## src/hw/rtl/csh_pkg.sv

```systemverilog
`timescale 1ns / 1ps
// shared types and constants for the codon skew histogram
package csh_pkg;

  localparam int NUM_CODONS  = 64;
  localparam int NUM_NUC     = 4;
  localparam int CNT_W       = 32;
  localparam int OUT_W       = 32;
  localparam int NUM_CLASSES = 3;
  localparam int NUM_BINS    = NUM_CLASSES * NUM_NUC + 1;
  localparam int TOTAL_BIN   = NUM_CLASSES * NUM_NUC;
  localparam int NUM_CNT     = NUM_BINS * 2;
  localparam int CNT_IDX_W   = $clog2(NUM_CNT);
  localparam int BIN_W       = 4;
  localparam int CODON_W     = 7;
  localparam int CODON_AW    = (NUM_CODONS > 1) ? $clog2(NUM_CODONS) : 1;
  localparam int DELTA_W     = 5;

  typedef enum logic [1:0] {
    OP_COUNT = 2'd0,
    OP_LOAD  = 2'd1,
    OP_READ  = 2'd2,
    OP_CLEAR = 2'd3
  } op_t;

  typedef enum logic [1:0] {
    CLS_NULL     = 2'd0,
    CLS_ENRICHED = 2'd1,
    CLS_DEPLETED = 2'd2,
    CLS_SPARE    = 2'd3
  } sign_class_t;

  // write request into the sign class table
  typedef struct packed {
    logic                en;
    logic [1:0]          nuc;
    logic [CODON_AW-1:0] addr;
    logic [1:0]          cls;
  } tbl_wr_t;

  // read request: all nucleotide rows at one codon address
  typedef struct packed {
    logic                en;
    logic [CODON_AW-1:0] addr;
  } tbl_rd_t;

endpackage

```

## src/hw/rtl/csh_class_mem.sv

```systemverilog
`timescale 1ns / 1ps
// sign class table: one bank per nucleotide, registered read of all banks at once
module csh_class_mem
  import csh_pkg::*;
(
  input  logic                         clk,
  input  tbl_wr_t                      wr,
  input  tbl_rd_t                      rd,
  output logic [NUM_NUC-1:0][1:0]      rd_data
);

  logic [1:0]             mem [NUM_NUC][NUM_CODONS];
  logic [NUM_NUC-1:0][1:0] rd_data_r;

  always_ff @(posedge clk) begin
    if (wr.en) begin
      mem[wr.nuc][wr.addr] <= wr.cls;
    end
  end

  always_ff @(posedge clk) begin
    if (rd.en) begin
      for (int n = 0; n < NUM_NUC; n++) begin
        rd_data_r[n] <= mem[n][rd.addr];
      end
    end
  end

  assign rd_data = rd_data_r;

endmodule

```

## src/hw/rtl/codon_skew_histogram_top.sv

```systemverilog
`timescale 1ns / 1ps
// Codon skew histogram: two-stage update path, one word per unstalled clock.
// Input channel in_*: one operation per word (count a codon cell, load a
// sign class entry, read a counter, clear all counters), accepted when
// in_valid is high and in_stall low. Only a read returns a word, on the
// out_* channel, accepted when out_valid is high and out_stall low.
// cfg_* writes the complement map; cfg_ready is always high. Writes must
// only be made while the block is idle; the block does not enforce it.
// Throughput: one word per cycle while in_stall is low. The class table
// is read into its register as a word is accepted; as stage 1 moves on,
// the counter update is applied or the read value captured into the
// output register, where a read word then shows on out_valid.
// The 26 counters sit in flip-flops, each with its own adder, so all five
// updates of one cell land together and a following cell sees them
// without any hold-off.
// Reset clears the counters, the pipeline valids and sets the complement
// map to 27; the class table is not cleared and must be loaded first.
// When the receiver stalls, a read waiting in the output register holds;
// a further read behind it stalls the input, other operations keep flowing.
module codon_skew_histogram_top
  import csh_pkg::*;
(
  input  logic                 clk,
  input  logic                 rst_n,
  // input channel
  input  logic                 in_valid,
  output logic                 in_stall,
  input  logic [1:0]           in_op,
  input  logic                 in_cell_excluded,
  input  logic                 in_cell_direct,
  input  logic                 in_cell_reverse,
  input  logic [CODON_W-1:0]   in_codon_index,
  input  logic signed [1:0]    in_step_amount,
  input  logic [1:0]           in_table_nucleotide,
  input  logic [1:0]           in_table_class,
  input  logic [BIN_W-1:0]     in_read_bin,
  input  logic                 in_read_strand,
  // result channel
  output logic                 out_valid,
  input  logic                 out_stall,
  output logic signed [OUT_W-1:0] out_count_value,
  // configuration
  input  logic                 cfg_valid,
  output logic                 cfg_ready,
  input  logic [7:0]           cfg_complement_map
);

  localparam logic [7:0] COMP_MAP_RST = 8'd27;

  logic                    in_accept;
  logic                    codon_ok;
  tbl_wr_t                 tbl_wr;
  tbl_rd_t                 tbl_rd;
  logic [NUM_NUC-1:0][1:0] tbl_cls;

  logic [7:0]              comp_map_r;

  logic                    s1_valid_r;
  op_t                     s1_op_r;
  logic                    s1_skip_r;
  logic                    s1_strand_r;
  logic                    s1_reverse_r;
  logic signed [1:0]       s1_step_r;
  logic [BIN_W-1:0]        s1_read_bin_r;
  logic                    s1_read_strand_r;
  logic                    s1_go;
  logic                    out_free;

  logic [CNT_W-1:0]        cnt_r   [NUM_CNT];
  logic [CNT_W-1:0]        cnt_nxt [NUM_CNT];
  logic signed [DELTA_W-1:0] delta [NUM_CNT];
  logic signed [DELTA_W-1:0] inc;
  logic [BIN_W-1:0]        bin_n   [NUM_NUC];
  logic [1:0]              nuc_b   [NUM_NUC];

  logic                    out_valid_r;
  logic signed [OUT_W-1:0] out_value_r;
  logic signed [CNT_W-1:0] read_sel;

  // ---------------- front: accept and table access ----------------
  assign out_free  = !out_valid_r || !out_stall;
  assign s1_go     = s1_valid_r && ((s1_op_r != OP_READ) || out_free);
  assign in_stall  = s1_valid_r && !s1_go;
  assign in_accept = in_valid && !in_stall;
  assign codon_ok  = in_codon_index < CODON_W'(NUM_CODONS);

  always_comb begin
    tbl_wr.en   = in_accept && (op_t'(in_op) == OP_LOAD) && codon_ok;
    tbl_wr.nuc  = in_table_nucleotide;
    tbl_wr.addr = in_codon_index[CODON_AW-1:0];
    // class code three is stored as depleted
    tbl_wr.cls  = (in_table_class == CLS_SPARE) ? CLS_DEPLETED : in_table_class;
    tbl_rd.en   = in_accept && (op_t'(in_op) == OP_COUNT);
    tbl_rd.addr = in_codon_index[CODON_AW-1:0];
  end

  csh_class_mem u_class_mem (
    .clk     (clk),
    .wr      (tbl_wr),
    .rd      (tbl_rd),
    .rd_data (tbl_cls)
  );

  // ---------------- configuration ----------------
  assign cfg_ready = 1'b1;

  always_ff @(posedge clk) begin
    if (!rst_n) begin
      comp_map_r <= COMP_MAP_RST;
    end else if (cfg_valid && cfg_ready) begin
      comp_map_r <= cfg_complement_map;
    end
  end

  // ---------------- stage 1 registers ----------------
  always_ff @(posedge clk) begin
    if (!rst_n) begin
      s1_valid_r <= 1'b0;
    end else if (in_accept) begin
      s1_valid_r <= 1'b1;
    end else if (s1_go) begin
      s1_valid_r <= 1'b0;
    end
  end

  always_ff @(posedge clk) begin
    if (in_accept) begin
      s1_op_r          <= op_t'(in_op);
      s1_skip_r        <= in_cell_excluded || !codon_ok;
      s1_strand_r      <= !in_cell_direct;
      s1_reverse_r     <= in_cell_reverse;
      s1_step_r        <= in_step_amount;
      s1_read_bin_r    <= in_read_bin;
      s1_read_strand_r <= in_read_strand;
    end
  end

  // ---------------- counter update ----------------
  // zero step means clear then add one
  assign inc = (s1_step_r == 2'sd0) ? DELTA_W'(1) : DELTA_W'(s1_step_r);

  always_comb begin
    for (int n = 0; n < NUM_NUC; n++) begin
      nuc_b[n] = s1_reverse_r ? comp_map_r[2*n +: 2] : 2'(n);
      bin_n[n] = BIN_W'(nuc_b[n]) * BIN_W'(NUM_CLASSES) + BIN_W'(tbl_cls[n]);
    end
  end

  // several nucleotides may land in the same bin, so sum their hits
  always_comb begin
    for (int k = 0; k < NUM_CNT; k++) begin
      delta[k] = '0;
      if (!s1_skip_r && (s1_strand_r == 1'(k % 2))) begin
        for (int n = 0; n < NUM_NUC; n++) begin
          if (bin_n[n] == BIN_W'(k / 2)) begin
            delta[k] = delta[k] + inc;
          end
        end
        if ((k / 2) == TOTAL_BIN) begin
          delta[k] = delta[k] + inc;
        end
      end
    end
  end

  always_comb begin
    for (int k = 0; k < NUM_CNT; k++) begin
      cnt_nxt[k] = cnt_r[k];
      if (s1_go) begin
        unique case (s1_op_r)
          OP_CLEAR: cnt_nxt[k] = '0;
          OP_COUNT: begin
            if (s1_step_r == 2'sd0) begin
              cnt_nxt[k] = CNT_W'(delta[k]);
            end else begin
              cnt_nxt[k] = cnt_r[k] + CNT_W'(delta[k]);
            end
          end
          OP_LOAD,
          OP_READ:  cnt_nxt[k] = cnt_r[k];
          default:  cnt_nxt[k] = cnt_r[k];
        endcase
      end
    end
  end

  always_ff @(posedge clk) begin
    if (!rst_n) begin
      for (int k = 0; k < NUM_CNT; k++) begin
        cnt_r[k] <= '0;
      end
    end else begin
      for (int k = 0; k < NUM_CNT; k++) begin
        cnt_r[k] <= cnt_nxt[k];
      end
    end
  end

  // ---------------- read path and output register ----------------
  always_comb begin
    if (s1_read_bin_r < BIN_W'(NUM_BINS)) begin
      read_sel = signed'(cnt_r[CNT_IDX_W'({s1_read_bin_r, s1_read_strand_r})]);
    end else begin
      read_sel = '0;
    end
  end

  always_ff @(posedge clk) begin
    if (!rst_n) begin
      out_valid_r <= 1'b0;
    end else if (s1_go && (s1_op_r == OP_READ)) begin
      out_valid_r <= 1'b1;
    end else if (!out_stall) begin
      out_valid_r <= 1'b0;
    end
  end

  always_ff @(posedge clk) begin
    if (s1_go && (s1_op_r == OP_READ)) begin
      out_value_r <= OUT_W'(read_sel);
    end
  end

  assign out_valid       = out_valid_r;
  assign out_count_value = out_value_r;

  // ---------------- assertions ----------------
  a_read_reaches_output: assert property (@(posedge clk) disable iff (!rst_n)
    s1_go && (s1_op_r == OP_READ) |=> out_valid_r)
    else $error("read word did not reach the output register");

  a_stall_only_when_busy: assert property (@(posedge clk) disable iff (!rst_n)
    !s1_valid_r |-> !in_stall)
    else $error("input stalled with an empty update stage");

  a_clear_empties_total: assert property (@(posedge clk) disable iff (!rst_n)
    s1_go && (s1_op_r == OP_CLEAR) |=> (cnt_r[2*TOTAL_BIN] == '0)
                                       && (cnt_r[2*TOTAL_BIN+1] == '0))
    else $error("total counters not cleared");

  a_cfg_write_lands: assert property (@(posedge clk) disable iff (!rst_n)
    cfg_valid |=> comp_map_r == $past(cfg_complement_map))
    else $error("complement map write lost");

endmodule
```

## config.mk

```make
export PLATFORM = sky130hd
export DESIGN_NAME = codon_skew_histogram_top
export DESIGN_NICKNAME = d
export VERILOG_FILES = /design/src/hw/rtl/csh_pkg.sv /design/src/hw/rtl/csh_class_mem.sv /design/src/hw/rtl/codon_skew_histogram_top.sv
export SDC_FILE = /design/constraint.sdc
export NUM_CORES = 2
export LEC_CHECK = 0
export BUFFER_PORTS_ARGS = -buffer_cell sky130_fd_sc_hd__buf_2
export CAP_MARGIN = 30
export CORE_ASPECT_RATIO = 0.9
export CORE_MARGIN = 5
export CORE_UTILIZATION = 55
export DETAILED_ROUTE_END_ITERATION = 10
export PLACE_DENSITY = 0.77
export SKIP_LAST_GASP = 1
export SLEW_MARGIN = 40
export SYNTH_ARGS = -nofsm -noshare
export SYNTH_HDL_FRONTEND = slang
export SYNTH_SLANG_ARGS = --single-unit
```

## constraint.sdc

```tcl
create_clock -name clk -period 23.1 [get_ports clk]
set_input_delay 2.31 -clock clk [delete_from_list [all_inputs] [get_ports clk]]
set_output_delay 2.31 -clock clk [all_outputs]
set_load 0.01 [all_outputs]
```

==> results by group <==
Drt
  • Drt pass-1 iters: 11
  • DRT iter0 DRCs: around 10000
  • Avg Vias per Cell: around 6.6
  • DR vias: about 90000
  • Antenna violation net count after detailed routing: 0
  • Post-DR wirelength/cell: around 23 um
  • Drt drc: 2
  • WL final: around 320 mm

Setup path
  • Arr. time, crit path: around 10 ns
  • CP max-delay cell: fa_1
  • Crit path kind: reg -> reg
  • CP dominant cell by count: inv_1
  • RR Endpoint: cnt_r[24][28]$_SDFFE_PN0P_
  • Crit. Startpoint: s1_reverse_r$_DFFE_PP_
  • Reg2reg path depth: 37
  • Crit start category: flip-flop
  • Worst reg-to-reg setup slack: ~14 ns
  • CP required: ~24 ns
  • Buf/Inv on CP: 7
  • Worst setup path end: cnt_r[24][28]$_SDFFE_PN0P_
  • R2r startpoint: s1_reverse_r$_DFFE_PP_
  • Crit path max fanout: 36
  • Kind of cell adding the most delay to the critical path: adder cells
  • WP depth: 37
  • Slowest stage delay, CP: 0.72 ns
  • Critical Path End Type: flip-flop

Timing
  • Clock Skew: 0.0607 ns
  • Crit path time final: 9.55 ns
  • Final hold vios: 0
  • Fin Hold WS: about 0.47 ns
  • Period utilisation layout: between 40% and 50%
  • RSZ-0062 raised after global routing: no
  • PnR worst setup slack: about 14 ns
  • Setup violators final: 0
  • Post-Route Setup TNS: 0 ns
  • Max Clk Rate: between 0.1 and 0.15 GHz
  • Slew headroom: roughly two fifths
  • Final Max Slew Viols: 0
  • Least-Margin Pin Slew: 0.912 ns

Floorplanning
  • Initial core utilization: about 55%
  • Top Ports: around 70
  • Chip height: 418 um
  • Die width: ~460 um
  • Core area: 183000 um^2
  • Die area: ~190000 um^2
  • Std cell rows: between 100 and 150

Clock network
  • Clk Tree Root Cell: clkbuf_16
  • CTS tree: done
  • Clock-pin slew on the worst setup and hold paths: around 0.06 ns
  • Post-CTS Setup Repair Bufs: 0
  • CTS Buf Count: around 160
  • Resized Gates After CTS: 0
  • Hold bufs inserted after CTS: 0
  • Latest clock arrival within the worst-skew pair: about 0.84 ns
  • Clock tree buffer depth: 3
  • H-tree depth: 4
  • TritonCTS Sinks: around 1400

Layout
  • Commonest non-fill, non-tap cell in the layout: a21oi_1
  • Cell area after layout: roughly 110000 um^2
  • Nets: 12455
  • Commonest non-fill, non-tap cells in the layout: a21oi_1 (1279), nand2_1 (1205), o21ai_0 (1111)
  • Layout cell share with drive strength beyond 1: 7.77%
  • Area growth, synth to finish: 8.12%

Pwr
  • Pint: 0.00431 W
  • Worst vdd ir: around 0.000067 V
  • Clock share of power: between 40% and 50%
  • NetSw: ~0.0017 W
  • Gate power share: a little over an eighth
  • Sw Ratio: between 20% and 30%
  • Pwr Total: 0.00599 W
  • PD cells: approximately 55 nW/um^2
  • Flop pwr share: 43.5%
  • Static leakage: approximately 45 nW

Logic synthesis
  • Post-synth ARST share: 0%
  • Yosys synthesis warning count: 0
  • Syn Nets: between 10000 and 15000
  • EDFF count, synth: about 560
  • Synth top area cells: edfxtp_1 (17%), dfxtp_1 (17%), ha_1 (11%)
  • Sequential fraction of the synthesis area: 33.3%
  • Syn_area_per_cell: just under 9 um^2
  • Post-synth top area cell: edfxtp_1
  • Primary FF master, synth: dfxtp_1
  • Synth Register Bits: between 1000 and 1500
  • Post-Syn Instances: roughly 12000
  • Synthesized area: 102000 um^2
  • Top-area cell type share of the netlist area: ~17%
  • Distinct cells, synth: roughly 110

Placed design
  • Dpl hpwl: 221 mm
  • Final Wtd Congestion: around 0.98
  • Place WS: ~14 ns
  • Port Buffers: just under 70
  • Placed Area: 104000 um^2

Min path
  • Hold path depth: 2
  • Hold Path Class: reg -> reg

Global routing
  • Grt ovf: 0
  • Number of global-route vias before repair: 87789
  • Gr usage total: 32.0%
  • First-pass GRT wire length: 498 mm
  • Largest net degree at the start of global routing: roughly 180
  • Antenna violations before repair: 27

Outcome
  • Violated checks: DRC
  • Status: finished, violations left

Flow run
  • Max-cap viol count: 0
[worst reg2reg max path: cells and delay by family (launching register included)]
family / cells / cell delay (ns)
AO/OA/AOI/OAI: 11 / 2.37
flip-flops: 1 / 0.55
multiplexers: 1 / 0.27
AND/OR/NAND/NOR: 7 / 1.09
adder cells (fa/ha/maj): 8 / 3.31
buffers and inverters: 7 / 0.78
XOR/XNOR: 3 / 0.99
[cell type report]
class / instances / area, um^2
clock inverter: 69 / 920
antenna: 9 / 22.5
clock buffer: 216 / 4400
sequential: 1406 / 33800
tap: 2416 / 3020
inverter: 318 / 1200
fill: 15439 / 73600
multi-input combinational: 9368 / 64700
timing repair buffer: 211 / 1780
[sequential cells by signal (all words and copies together), names as in the netlist]
name / count
s1_skip_r: 1
s1_read_bin_r: 4
s1_read_strand_r: 1
s1_op_r: 2
out_valid: 1
u_class_mem.mem: 512
s1_step_r: 2
s1_reverse_r: 1
comp_map_r: 8
s1_strand_r: 1
u_class_mem.rd_data: 8
s1_valid_r: 1
out_count_value: 32
cnt_r: 832
[through the flow]
stage | util (%) | instances
finish | 59.9 | 14013
global route | 59.9 | 14005
CTS | 59.7 | 13996
detailed placement | 56.8 | 13711
global placement | 56.7 | 13707
floorplan | - | 11665
[kinds of logic after synthesis]
kind of cell,synth area share (%)
xor+xnor,6.03
other cells,0.00369
buf+inv,3.35
compound gates,24.2
flops,33.3
mux,6.35
simple gates,14.6
fa+ha+maj,12.2
[metal layers]
layer  part of all wire (%)  vias to the layer above  GRT usage (%)
li1                       -                    42569              -
met1                     41                    44031           42.7
met2                     44                     4781           49.9
met3                     10                      832           6.44
met4                    5.2                       16           15.4
met5                  0.037                        -              0
[how the worst min path moves through the flow]
stage	end	from	slack (ns)
after floorplan	cnt_r[13][29]$_SDFFE_PN0P_	cnt_r[13][29]$_SDFFE_PN0P_	0.43
after global placement	cnt_r[23][14]$_SDFFE_PN0P_	cnt_r[23][14]$_SDFFE_PN0P_	0.45
after detailed placement	cnt_r[9][28]$_SDFFE_PN0P_	cnt_r[9][28]$_SDFFE_PN0P_	0.46
after CTS	cnt_r[19][14]$_SDFFE_PN0P_	cnt_r[19][14]$_SDFFE_PN0P_	0.47
after global routing	cnt_r[19][18]$_SDFFE_PN0P_	cnt_r[19][18]$_SDFFE_PN0P_	0.49
final	cnt_r[19][14]$_SDFFE_PN0P_	cnt_r[19][14]$_SDFFE_PN0P_	0.47
[power by group through the flow]
stage          Clock (W)  Combinational (W)  Sequential, W
2_1_floorplan          0           0.000537        0.00266
3_3_place_gp           0           0.000726        0.00266
3_5_place_dp           0           0.000756        0.00266
4_1_cts          0.00262           0.000762        0.00260
5_1_grt          0.00272           0.000845        0.00260
6_report         0.00260           0.000786        0.00261
[Yosys cell counts, drive strengths merged (21+ instances only)]
cell type	instances
a2111oi	21
a211oi	67
a21boi	33
a21o	462
a21oi	1292
a221o	24
a221oi	28
a22oi	354
a31oi	88
and2	80
and3	65
and4	24
buf	109
clkbuf	464
dfxtp	842
edfxtp	564
fa	59
ha	899
inv	318
mux2	71
mux2i	112
mux4	201
nand2	1209
nand2b	133
nand3	126
nand4	151
nor2	1080
nor2b	135
nor3	149
nor4	28
o211ai	22
o21a	119
o21ai	1182
o21bai	82
o31ai	35
or2	30
or3	39
xnor2	482
xor2	217
Power figures use the tool's default switching activity.
